## config.mk

```make
export PLATFORM = sky130hd
export DESIGN_NAME = memory_chain_device_id_controller_core
export DESIGN_NICKNAME = d
export VERILOG_FILES = /design/src/rtl/core/mcdic_pkg.sv /design/src/rtl/core/mcdic_sweep.sv /design/src/rtl/core/memory_chain_device_id_controller_core.sv
export SDC_FILE = /design/constraint.sdc
export NUM_CORES = 2
export LEC_CHECK = 0
export ABC_AREA = 1
export ABC_CLOCK_PERIOD_IN_PS = 7300
export BUFFER_PORTS_ARGS = -buffer_cell sky130_fd_sc_hd__buf_4
export CORE_UTILIZATION = 60
export DETAILED_ROUTE_END_ITERATION = 10
export HOLD_SLACK_MARGIN = 0.1
export PLACE_DENSITY = 0.79
export SYNTH_ARGS = -nofsm -noshare
export SYNTH_HDL_FRONTEND = slang
export SYNTH_HIERARCHICAL = 1
export SYNTH_SLANG_ARGS = --single-unit
```

## constraint.sdc

```tcl
create_clock -name clk -period 7.3 [get_ports clk]
set_input_delay 0 -clock clk [delete_from_list [all_inputs] [get_ports clk]]
set_output_delay 0 -clock clk [all_outputs]
set_load 0.01 [all_outputs]
```

## src/rtl/core/mcdic_pkg.sv

```systemverilog
// Shared types and constants of the memory chain device id controller.
package mcdic_pkg;

  // Transaction payloads.
  typedef struct packed {
    logic [4:0]  operation;
    logic [4:0]  device_id;
    logic [8:0]  reg_index;
    logic        broadcast;
    logic [15:0] write_data;
    logic        spd_present;
    logic [7:0]  spd_byte;
    logic [8:0]  socket_count_sum;
  } cmd_t;

  typedef struct packed {
    logic [15:0] read_data;
    logic        read_valid;
  } rsp_t;

  // Status of the shared id compare unit.
  typedef struct packed {
    logic in_range;
    logic match;
  } sweep_stat_t;

  // Width of device counts and of the sweep counter.
  localparam int CNT_W = 5;
  localparam int CTRL_REG_COUNT = 32;
  localparam logic [CNT_W-1:0] RESET_DEVICE_COUNT = 5'd8;

  // Operation codes.
  localparam logic [4:0] OP_READ        = 5'd0;
  localparam logic [4:0] OP_WRITE       = 5'd1;
  localparam logic [4:0] OP_SELECT_PAIR = 5'd8;
  localparam logic [4:0] OP_BCAST_RESET = 5'd9;
  localparam logic [4:0] OP_SPD_READ    = 5'd14;
  localparam logic [4:0] OP_CHAIN_RESET = 5'd17;

  // Register numbers.
  localparam logic [8:0] REG_SPD_STATUS = 9'h00a;
  localparam logic [8:0] REG_PWR_STATE  = 9'h00f;
  localparam logic [8:0] DEV_REG_BASE   = 9'h020;
  localparam logic [8:0] REG_DEV_ID     = 9'h021;
  localparam logic [8:0] REG_DEV_TYPE   = 9'h023;

  // Data words.
  localparam logic [15:0] ID_UNASSIGNED = 16'h001f;
  localparam logic [15:0] TYPE_WORD     = 16'h8001;
  localparam logic [15:0] NO_ANSWER     = 16'hffff;
  localparam logic [15:0] SPD_DONE      = 16'h8000;
  localparam logic [15:0] SPD_NONE      = 16'ha000;
  localparam logic [15:0] PWR_BUSY      = 16'h0008;
  localparam logic [15:0] PWR_OK        = 16'h0010;

endpackage

```

## src/rtl/core/mcdic_sweep.sv

```systemverilog
// Sweep counter and shared id compare unit that walks the device table.
module mcdic_sweep #(
  parameter int IDX_W = 5
) (
  input  logic                      clk,
  input  logic                      rst_n,
  input  logic                      start,
  input  logic                      advance,
  input  logic [mcdic_pkg::CNT_W-1:0] limit,
  input  logic [4:0]                target,
  input  logic [15:0]               entry_id,
  output logic [IDX_W-1:0]          idx,
  output mcdic_pkg::sweep_stat_t    stat
);

  logic [mcdic_pkg::CNT_W-1:0] idx_r;
  logic [mcdic_pkg::CNT_W-1:0] idx_nxt;

  always_comb begin
    idx_nxt = idx_r;
    if (start) begin
      idx_nxt = '0;
    end else if (advance) begin
      idx_nxt = idx_r + 1'b1;
    end
  end

  always_ff @(posedge clk) begin
    if (!rst_n) begin
      idx_r <= '0;
    end else begin
      idx_r <= idx_nxt;
    end
  end

  assign idx           = idx_r[IDX_W-1:0];
  assign stat.in_range = (idx_r < limit);
  assign stat.match    = (entry_id[4:0] == target);

endmodule

```

## src/rtl/core/memory_chain_device_id_controller_core.sv

```systemverilog
// Top level of the memory chain device id controller.
//
// Commands arrive on the in_ channel (valid/ready) as one cmd_t transaction each,
// and every command returns exactly one rsp_t transaction on the out_ channel.
// read_valid marks serial reads; other commands return read_data of zero.
// The block handles one transaction at a time: in_ready is high only while idle.
// Controller register access, SPD status, pair select, writes of device registers
// other than the id register and no-op commands finish in the accept cycle, so
// their response is offered on the next cycle, and the block is idle again for the
// next command once out_ready has taken that response.
// Device reads, id register writes, broadcast reset and chain reset walk the table
// one entry per cycle through a single id comparator, up to the live count of entries.
// A lookup stops at the first live device whose low five id bits match.
// The response register holds its transaction while out_ready is low, and no new
// command is taken until it has been delivered.
// The cfg_ port loads the device count (clamped to 1..MAX_DEVICES) at once; write
// it only while idle. Synchronous reset restores all ids to unassigned, clears the
// controller registers, SPD status and pair, and loads a count of eight (at most MAX_DEVICES).
module memory_chain_device_id_controller_core #(
  parameter int MAX_DEVICES = 31
) (
  input  logic                clk,
  input  logic                rst_n,
  input  logic                in_valid,
  output logic                in_ready,
  input  mcdic_pkg::cmd_t     in_data,
  output logic                out_valid,
  input  logic                out_ready,
  output mcdic_pkg::rsp_t     out_data,
  input  logic                cfg_wr_en,
  input  logic [4:0]          cfg_wr_data
);

  localparam int IDX_W = (MAX_DEVICES > 1) ? $clog2(MAX_DEVICES) : 1;
  localparam logic [mcdic_pkg::CNT_W-1:0] MAX_CNT = mcdic_pkg::CNT_W'(MAX_DEVICES);

  typedef enum logic [1:0] {S_IDLE, S_SWEEP, S_OUT} state_t;
  // What the table walk does at each entry.
  typedef enum logic [1:0] {K_READ, K_WRITE_ONE, K_WRITE_ALL, K_UNASSIGN} kind_t;

  state_t                         state_r, state_nxt;
  kind_t                          kind_r, kind_nxt;
  mcdic_pkg::cmd_t                cmd_r, cmd_nxt;
  mcdic_pkg::rsp_t                out_r, out_nxt;
  logic                           out_valid_r, out_valid_nxt;
  logic [mcdic_pkg::CNT_W-1:0]    live_r, live_nxt;
  logic [15:0]                    spd_r, spd_nxt;
  logic [4:0]                     pair_r, pair_nxt;

  logic [15:0] ids_r  [MAX_DEVICES];
  logic [15:0] ctrl_r [mcdic_pkg::CTRL_REG_COUNT];

  logic        ctrl_we;
  logic [15:0] ctrl_wdata;
  logic        id_we;
  logic [15:0] id_wdata;
  logic        sw_start;
  logic        sw_adv;
  logic [IDX_W-1:0]       sw_idx;
  logic [15:0]            sw_entry;
  mcdic_pkg::sweep_stat_t sw_stat;

  logic [mcdic_pkg::CNT_W-1:0] cfg_count;
  logic [mcdic_pkg::CNT_W-1:0] sum_count;

  // The configured count is clamped to the legal range of the chain.
  always_comb begin
    if (cfg_wr_data == '0) begin
      cfg_count = 5'd1;
    end else if (cfg_wr_data > MAX_CNT) begin
      cfg_count = MAX_CNT;
    end else begin
      cfg_count = cfg_wr_data;
    end
  end

  // The summed socket counts saturate at the table depth; zero is allowed.
  assign sum_count = (in_data.socket_count_sum > 9'(MAX_DEVICES)) ? MAX_CNT :
                     in_data.socket_count_sum[mcdic_pkg::CNT_W-1:0];

  assign sw_entry = ids_r[sw_idx];

  mcdic_sweep #(
    .IDX_W(IDX_W)
  ) u_sweep (
    .clk     (clk),
    .rst_n   (rst_n),
    .start   (sw_start),
    .advance (sw_adv),
    .limit   (live_r),
    .target  (cmd_r.device_id),
    .entry_id(sw_entry),
    .idx     (sw_idx),
    .stat    (sw_stat)
  );

  always_comb begin
    state_nxt     = state_r;
    kind_nxt      = kind_r;
    cmd_nxt       = cmd_r;
    out_nxt       = out_r;
    out_valid_nxt = out_valid_r;
    live_nxt      = live_r;
    spd_nxt       = spd_r;
    pair_nxt      = pair_r;
    ctrl_we       = 1'b0;
    ctrl_wdata    = in_data.write_data;
    id_we         = 1'b0;
    id_wdata      = cmd_r.write_data;
    sw_start      = 1'b0;
    sw_adv        = 1'b0;

    if (cfg_wr_en) begin
      live_nxt = cfg_count;
    end

    case (state_r)
      S_IDLE: begin
        if (in_valid) begin
          cmd_nxt       = in_data;
          out_nxt       = '0;
          state_nxt     = S_OUT;
          out_valid_nxt = 1'b1;
          case (in_data.operation)
            mcdic_pkg::OP_READ: begin
              out_nxt.read_valid = 1'b1;
              if (in_data.reg_index < mcdic_pkg::DEV_REG_BASE) begin
                out_nxt.read_data = (in_data.reg_index == mcdic_pkg::REG_SPD_STATUS) ?
                                    spd_r : ctrl_r[in_data.reg_index[4:0]];
              end else begin
                // Answer stays all ones unless a live device matches.
                out_nxt.read_data = mcdic_pkg::NO_ANSWER;
                kind_nxt          = K_READ;
                sw_start          = 1'b1;
                state_nxt         = S_SWEEP;
                out_valid_nxt     = 1'b0;
              end
            end
            mcdic_pkg::OP_WRITE: begin
              if (in_data.reg_index < mcdic_pkg::DEV_REG_BASE) begin
                ctrl_we = 1'b1;
                if (in_data.reg_index == mcdic_pkg::REG_PWR_STATE) begin
                  // Power-state write retires busy and reports the state as good.
                  ctrl_wdata = (in_data.write_data & ~mcdic_pkg::PWR_BUSY) |
                               mcdic_pkg::PWR_OK;
                end
              end else if (in_data.reg_index == mcdic_pkg::REG_DEV_ID) begin
                kind_nxt      = in_data.broadcast ? K_WRITE_ALL : K_WRITE_ONE;
                sw_start      = 1'b1;
                state_nxt     = S_SWEEP;
                out_valid_nxt = 1'b0;
              end
            end
            mcdic_pkg::OP_SELECT_PAIR: begin
              if (pair_r != in_data.device_id) begin
                pair_nxt = in_data.device_id;
                live_nxt = sum_count;
              end
            end
            mcdic_pkg::OP_BCAST_RESET: begin
              kind_nxt      = K_UNASSIGN;
              sw_start      = 1'b1;
              state_nxt     = S_SWEEP;
              out_valid_nxt = 1'b0;
            end
            mcdic_pkg::OP_SPD_READ: begin
              spd_nxt = in_data.spd_present ?
                        (mcdic_pkg::SPD_DONE | {8'h00, in_data.spd_byte}) :
                        mcdic_pkg::SPD_NONE;
            end
            mcdic_pkg::OP_CHAIN_RESET: begin
              // The new count bounds the unassign walk that follows.
              live_nxt      = sum_count;
              kind_nxt      = K_UNASSIGN;
              sw_start      = 1'b1;
              state_nxt     = S_SWEEP;
              out_valid_nxt = 1'b0;
            end
            default: begin
            end
          endcase
        end
      end
      S_SWEEP: begin
        if (!sw_stat.in_range) begin
          state_nxt     = S_OUT;
          out_valid_nxt = 1'b1;
        end else begin
          case (kind_r)
            K_READ: begin
              if (sw_stat.match) begin
                if (cmd_r.reg_index == mcdic_pkg::REG_DEV_ID) begin
                  out_nxt.read_data = sw_entry;
                end else if (cmd_r.reg_index == mcdic_pkg::REG_DEV_TYPE) begin
                  out_nxt.read_data = mcdic_pkg::TYPE_WORD;
                end else begin
                  out_nxt.read_data = '0;
                end
                state_nxt     = S_OUT;
                out_valid_nxt = 1'b1;
              end else begin
                sw_adv = 1'b1;
              end
            end
            K_WRITE_ONE: begin
              if (sw_stat.match) begin
                id_we         = 1'b1;
                state_nxt     = S_OUT;
                out_valid_nxt = 1'b1;
              end else begin
                sw_adv = 1'b1;
              end
            end
            K_WRITE_ALL: begin
              id_we  = 1'b1;
              sw_adv = 1'b1;
            end
            K_UNASSIGN: begin
              id_we    = 1'b1;
              id_wdata = mcdic_pkg::ID_UNASSIGNED;
              sw_adv   = 1'b1;
            end
            default: begin
            end
          endcase
        end
      end
      S_OUT: begin
        if (out_ready) begin
          out_valid_nxt = 1'b0;
          state_nxt     = S_IDLE;
        end
      end
      default: begin
        state_nxt = S_IDLE;
      end
    endcase
  end

  // Sequencer state, command copy and response register.
  always_ff @(posedge clk) begin
    if (!rst_n) begin
      state_r     <= S_IDLE;
      kind_r      <= K_READ;
      out_valid_r <= 1'b0;
      live_r      <= (mcdic_pkg::RESET_DEVICE_COUNT > MAX_CNT) ? MAX_CNT :
                     mcdic_pkg::RESET_DEVICE_COUNT;
      spd_r       <= '0;
      pair_r      <= '0;
    end else begin
      state_r     <= state_nxt;
      kind_r      <= kind_nxt;
      out_valid_r <= out_valid_nxt;
      live_r      <= live_nxt;
      spd_r       <= spd_nxt;
      pair_r      <= pair_nxt;
    end
    cmd_r <= cmd_nxt;
    out_r <= out_nxt;
  end

  // Device id table, written by the walk one entry per cycle.
  always_ff @(posedge clk) begin
    if (!rst_n) begin
      for (int i = 0; i < MAX_DEVICES; i++) begin
        ids_r[i] <= mcdic_pkg::ID_UNASSIGNED;
      end
    end else if (id_we) begin
      ids_r[sw_idx] <= id_wdata;
    end
  end

  // Controller register file.
  always_ff @(posedge clk) begin
    if (!rst_n) begin
      for (int i = 0; i < mcdic_pkg::CTRL_REG_COUNT; i++) begin
        ctrl_r[i] <= '0;
      end
    end else if (ctrl_we) begin
      ctrl_r[in_data.reg_index[4:0]] <= ctrl_wdata;
    end
  end

  assign in_ready  = (state_r == S_IDLE);
  assign out_valid = out_valid_r;
  assign out_data  = out_r;

  // A command is never taken while a response is still on offer.
  a_one_in_flight: assert property (@(posedge clk) disable iff (!rst_n)
    !(in_ready && out_valid))
    else $error("input accepted while a response is pending");

  // Once a transaction is accepted the block is busy on the next cycle.
  a_busy_after_accept: assert property (@(posedge clk) disable iff (!rst_n)
    (in_valid && in_ready) |=> !in_ready)
    else $error("ready stayed high after an accepted transaction");

  // Only serial reads carry data.
  a_non_read_zero: assert property (@(posedge clk) disable iff (!rst_n)
    (out_valid && !out_data.read_valid) |-> (out_data.read_data == '0))
    else $error("non-read response carries data");

  // The live count never exceeds the table depth.
  a_count_bound: assert property (@(posedge clk) disable iff (!rst_n)
    live_r <= MAX_CNT)
    else $error("live device count beyond table depth");

endmodule
```

==> impl_metrics.toml <==
[status]
status = "complete, no violations"

[cells_and_area]
multi_input_area_um2 = 13600
drive_gt1_frac = 0.0725
n_fill_cell = 5552
fin_util = 0.683
instances_no_fill = 5977
num-nets-final = 4910
syn2layout_area_growth_pct = 12.4
area.sequential_um2 = 32800

[floorplanning]
initial_core_util = 0.608
coreArea_um2 = 79300
io_pins = 83
dieArea_um2 = 81400
die_h_um = 285
std_cell_rows = 103
die_x_um = 285

[yosys]
synthSimpleGateAreaFrac = 0.228
synth-xor-area-share = 0.00127
synthCells = 4780
yosysSeqAreaShare = 0.680
async_flop_share = 0
ys.flop_type = "edfxtp_1"
synth_top_family_by_area = "simple AND/OR/NAND/NOR gates"
synth_compound_area_frac = 0.0495
syn_area_um2 = 48200
yosys_warnings = 6
synth_adder_area_share = 0.00234
syn_area_per_cell_um2 = 10.1
muxShareOfSynthArea = 0
synth_edf_count = 1071
ys_ff_latch = 1101
syn-num-nets = 4853
yosys.cell_types.count = 27

[clock_network]
post_cts_buffers = 0
ctsHoldBuffers = 121
cts_tree = "done"
cts_root_buffer = "clkbuf_16"
clock_sinks = 1101
h-tree-depth = 3
cts_made_buffers = 107
post_cts_resize_count = 0
cts_buffer_depth = 3
worstSkewPairLatency_ns = 0.69
clk_pin_slew_worst_paths_ns = 0.06

[route]
vias_per_cell = 6.09
drt_wl_total_um = 141000
post-route-drc-count = 0
vias = 36400
drtPass1Iterations = 9
antenna_left = 0
first_iter_violations = 5423
post_drt_wl_per_cell_um = 23.6

[global_route]
grt_pass1_vias = 35000
antenna_found_initial = 2
grt_max_degree = 91
grt.total_usage = 0.345
grt_first_pass_wirelength_um = 209000
grt-ovfl-total = 0

[setup_path]
end_kind = "register"
path_max_fanout = 16
cp_num_buf_inv = 3
crit_type = "register to register"
cp.arrival_ns = 6.25
critical-path-max-stage-delay_ns = 1.04
slowest_stage = "nor3_1"
start_kind = "register"
cpMostUsedCell = "nand2_1"
cp_top_family = "simple AND/OR/NAND/NOR gates"
cp.required_ns = 7.61
crit_chain = "inv_1 > nor3_1 > clkinv_1 > a21oi_1 > nor3_1 > nand2_1 > nand2_1 > nand2_1 > nand3_1 > nor2_1 > a21oi_1 > nor3_1 > nand2_1 > nor2_1 > inv_1 > nand2_1"

[sta]
hold_viol_final = 0
grt_setup_unrepaired = "false"
fin_skew_ns = 0.0255
min_period_over_period = 0.813
tns_ns = 0
finalSetupViolations = 0
fmax_mhz = 169
min_period_ns = 5.93
slew_headroom = 0.137
fin_ws_ns = 1.37
slew_viol_final = 0
worstMarginPinSlew_ns = 1.28

[placed_design]
io_buffers = 82
placed_cells = 5657
dpl_worst_slack_ns = 1.65
dp_hpwl_um = 84300
gp_congestion = 0.976

[power]
ir_drop_uv = 186
power_density_nw_per_um2 = 255
p_leak_nw = 21.2

[run]
maxCapViolations = 0

[min_path]
hp-class = "input port to register"
## cell usage after synthesis (all sizes together), types with 2 or more instances
library cell	count	area, µm²
or2	2	12.5
a21oi	89	445
nand3	77	385
xnor2	4	35.0
clkbuf	250	938
buf	72	312
o21ai	30	150
inv	164	616
ha	9	113
edfxtp	1071	32200
dfxtp	30	601
xor2	3	26.3
nor4	4	25.0
a22oi	236	1770
nor3	32	199
nand2	1596	6080
nand4	50	313
nor2	1057	3980
## metrics by stage
step,instance area [µm²],power (mW),hold WS [ns]
global placement,49500,8.30,0.189
global route,54100,14.1,0.128
finish,54200,13.8,0.135
CTS,54100,13.7,0.121
floorplan,48200,7.88,0.0989
detailed placement,49500,8.32,0.189
## cell usage in the layout (no fill, tap or decap), types with 4 or more instances in the layout
cell type	synthesis	layout
a22oi_1	236	236
nor2_4	0	7
nand2_1	1562	1562
nand4_1	50	50
dlygate4sd3_1	0	121
nand3_1	77	77
nand2_2	34	34
buf_4	0	146
a21oi_1	89	89
clkinv_2	0	12
xnor2_1	4	4
nor2_2	4	9
nor4_1	4	4
ha_1	9	9
clkinv_8	0	4
clkinv_1	1	23
inv_1	164	159
clkinvlp_4	0	6
clkbuf_1	250	33
clkbuf_8	0	4
edfxtp_1	1071	1071
nor2_1	1053	1041
o21ai_0	30	29
nor3_1	28	26
clkbuf_16	0	107
bufinv_16	0	11
dfxtp_1	30	30
## final cells by class
cell class | count | share of cell area
well taps | 1050 | 0.0243
flip-flops and latches | 1101 | 0.605
multi-input cells | 3192 | 0.252
diodes | 1 | 0.0000462
clock buffers | 144 | 0.0528
repair buffers | 270 | 0.0437
clock inverters | 54 | 0.0107
inverters | 165 | 0.0115
## flip-flops by register name, indices dropped and copies added (netlist names), 2 cells and up
signal       cells
u_sweep/idx      5
ids_r          512
live_r           5
out_data        17
spd_r           10
cmd_r           30
state_r          2
pair_r           5
ctrl_r         512
kind_r           2
## worst reg2reg max path: stages (launching register included)
cell and delay, ns:
dfxtp_1 0.52, inv_1 0.16, nor3_1 1.04, clkinv_1 0.63, a21oi_1 0.33, nor3_1 0.09, nand2_1 0.11, nand2_1 0.06
nand2_1 0.07, nand3_1 0.08, nor2_1 0.14, a21oi_1 0.11, nor3_1 0.27, nand2_1 0.55, nor2_1 0.50, inv_1 0.30
nand2_1 0.60
## cell families (layout without fill, tap and decap cells)
group                      after synthesis  in the layout
and+or+nand+nor                       2818           2818
adders and majority gates                9              9
DFF                                   1101           1101
xor gates and xnor gates                 7              7
AOI/OAI and AO/OA                      357            357
buffers and inverters                  487            633
other                                    1              2
## report_power, final
part	internal (mW)	switching [mW]
Sequential	7.16	0.0903
Combinational	0.251	0.786
Clock	3.13	2.37
Total	10.5	3.25
## worst paths after layout
kind | start | to | slack (ns) | cells past startpoint
worst max-delay path | u_sweep/idx[2] | ids_r[0][8] | 1.37 | 16
worst min-delay path | in_data[33] | cmd_r[33] | 0.14 | 2
worst max register to register | u_sweep/idx[2] | ids_r[0][8] | 1.37 | 16
worst min register to register | pair_r[4] | pair_r[4] | 0.46 | 2
## routing by layer
layer,GRT usage,up-vias,wire length (µm)
met3,0.0584,583,16700
met4,0.215,4,10100
met5,0,-,23
met1,0.432,17000,47300
li1,-,16000,-
met2,0.562,2764,67200
No activity file was read; power rests on OpenSTA's default activity.
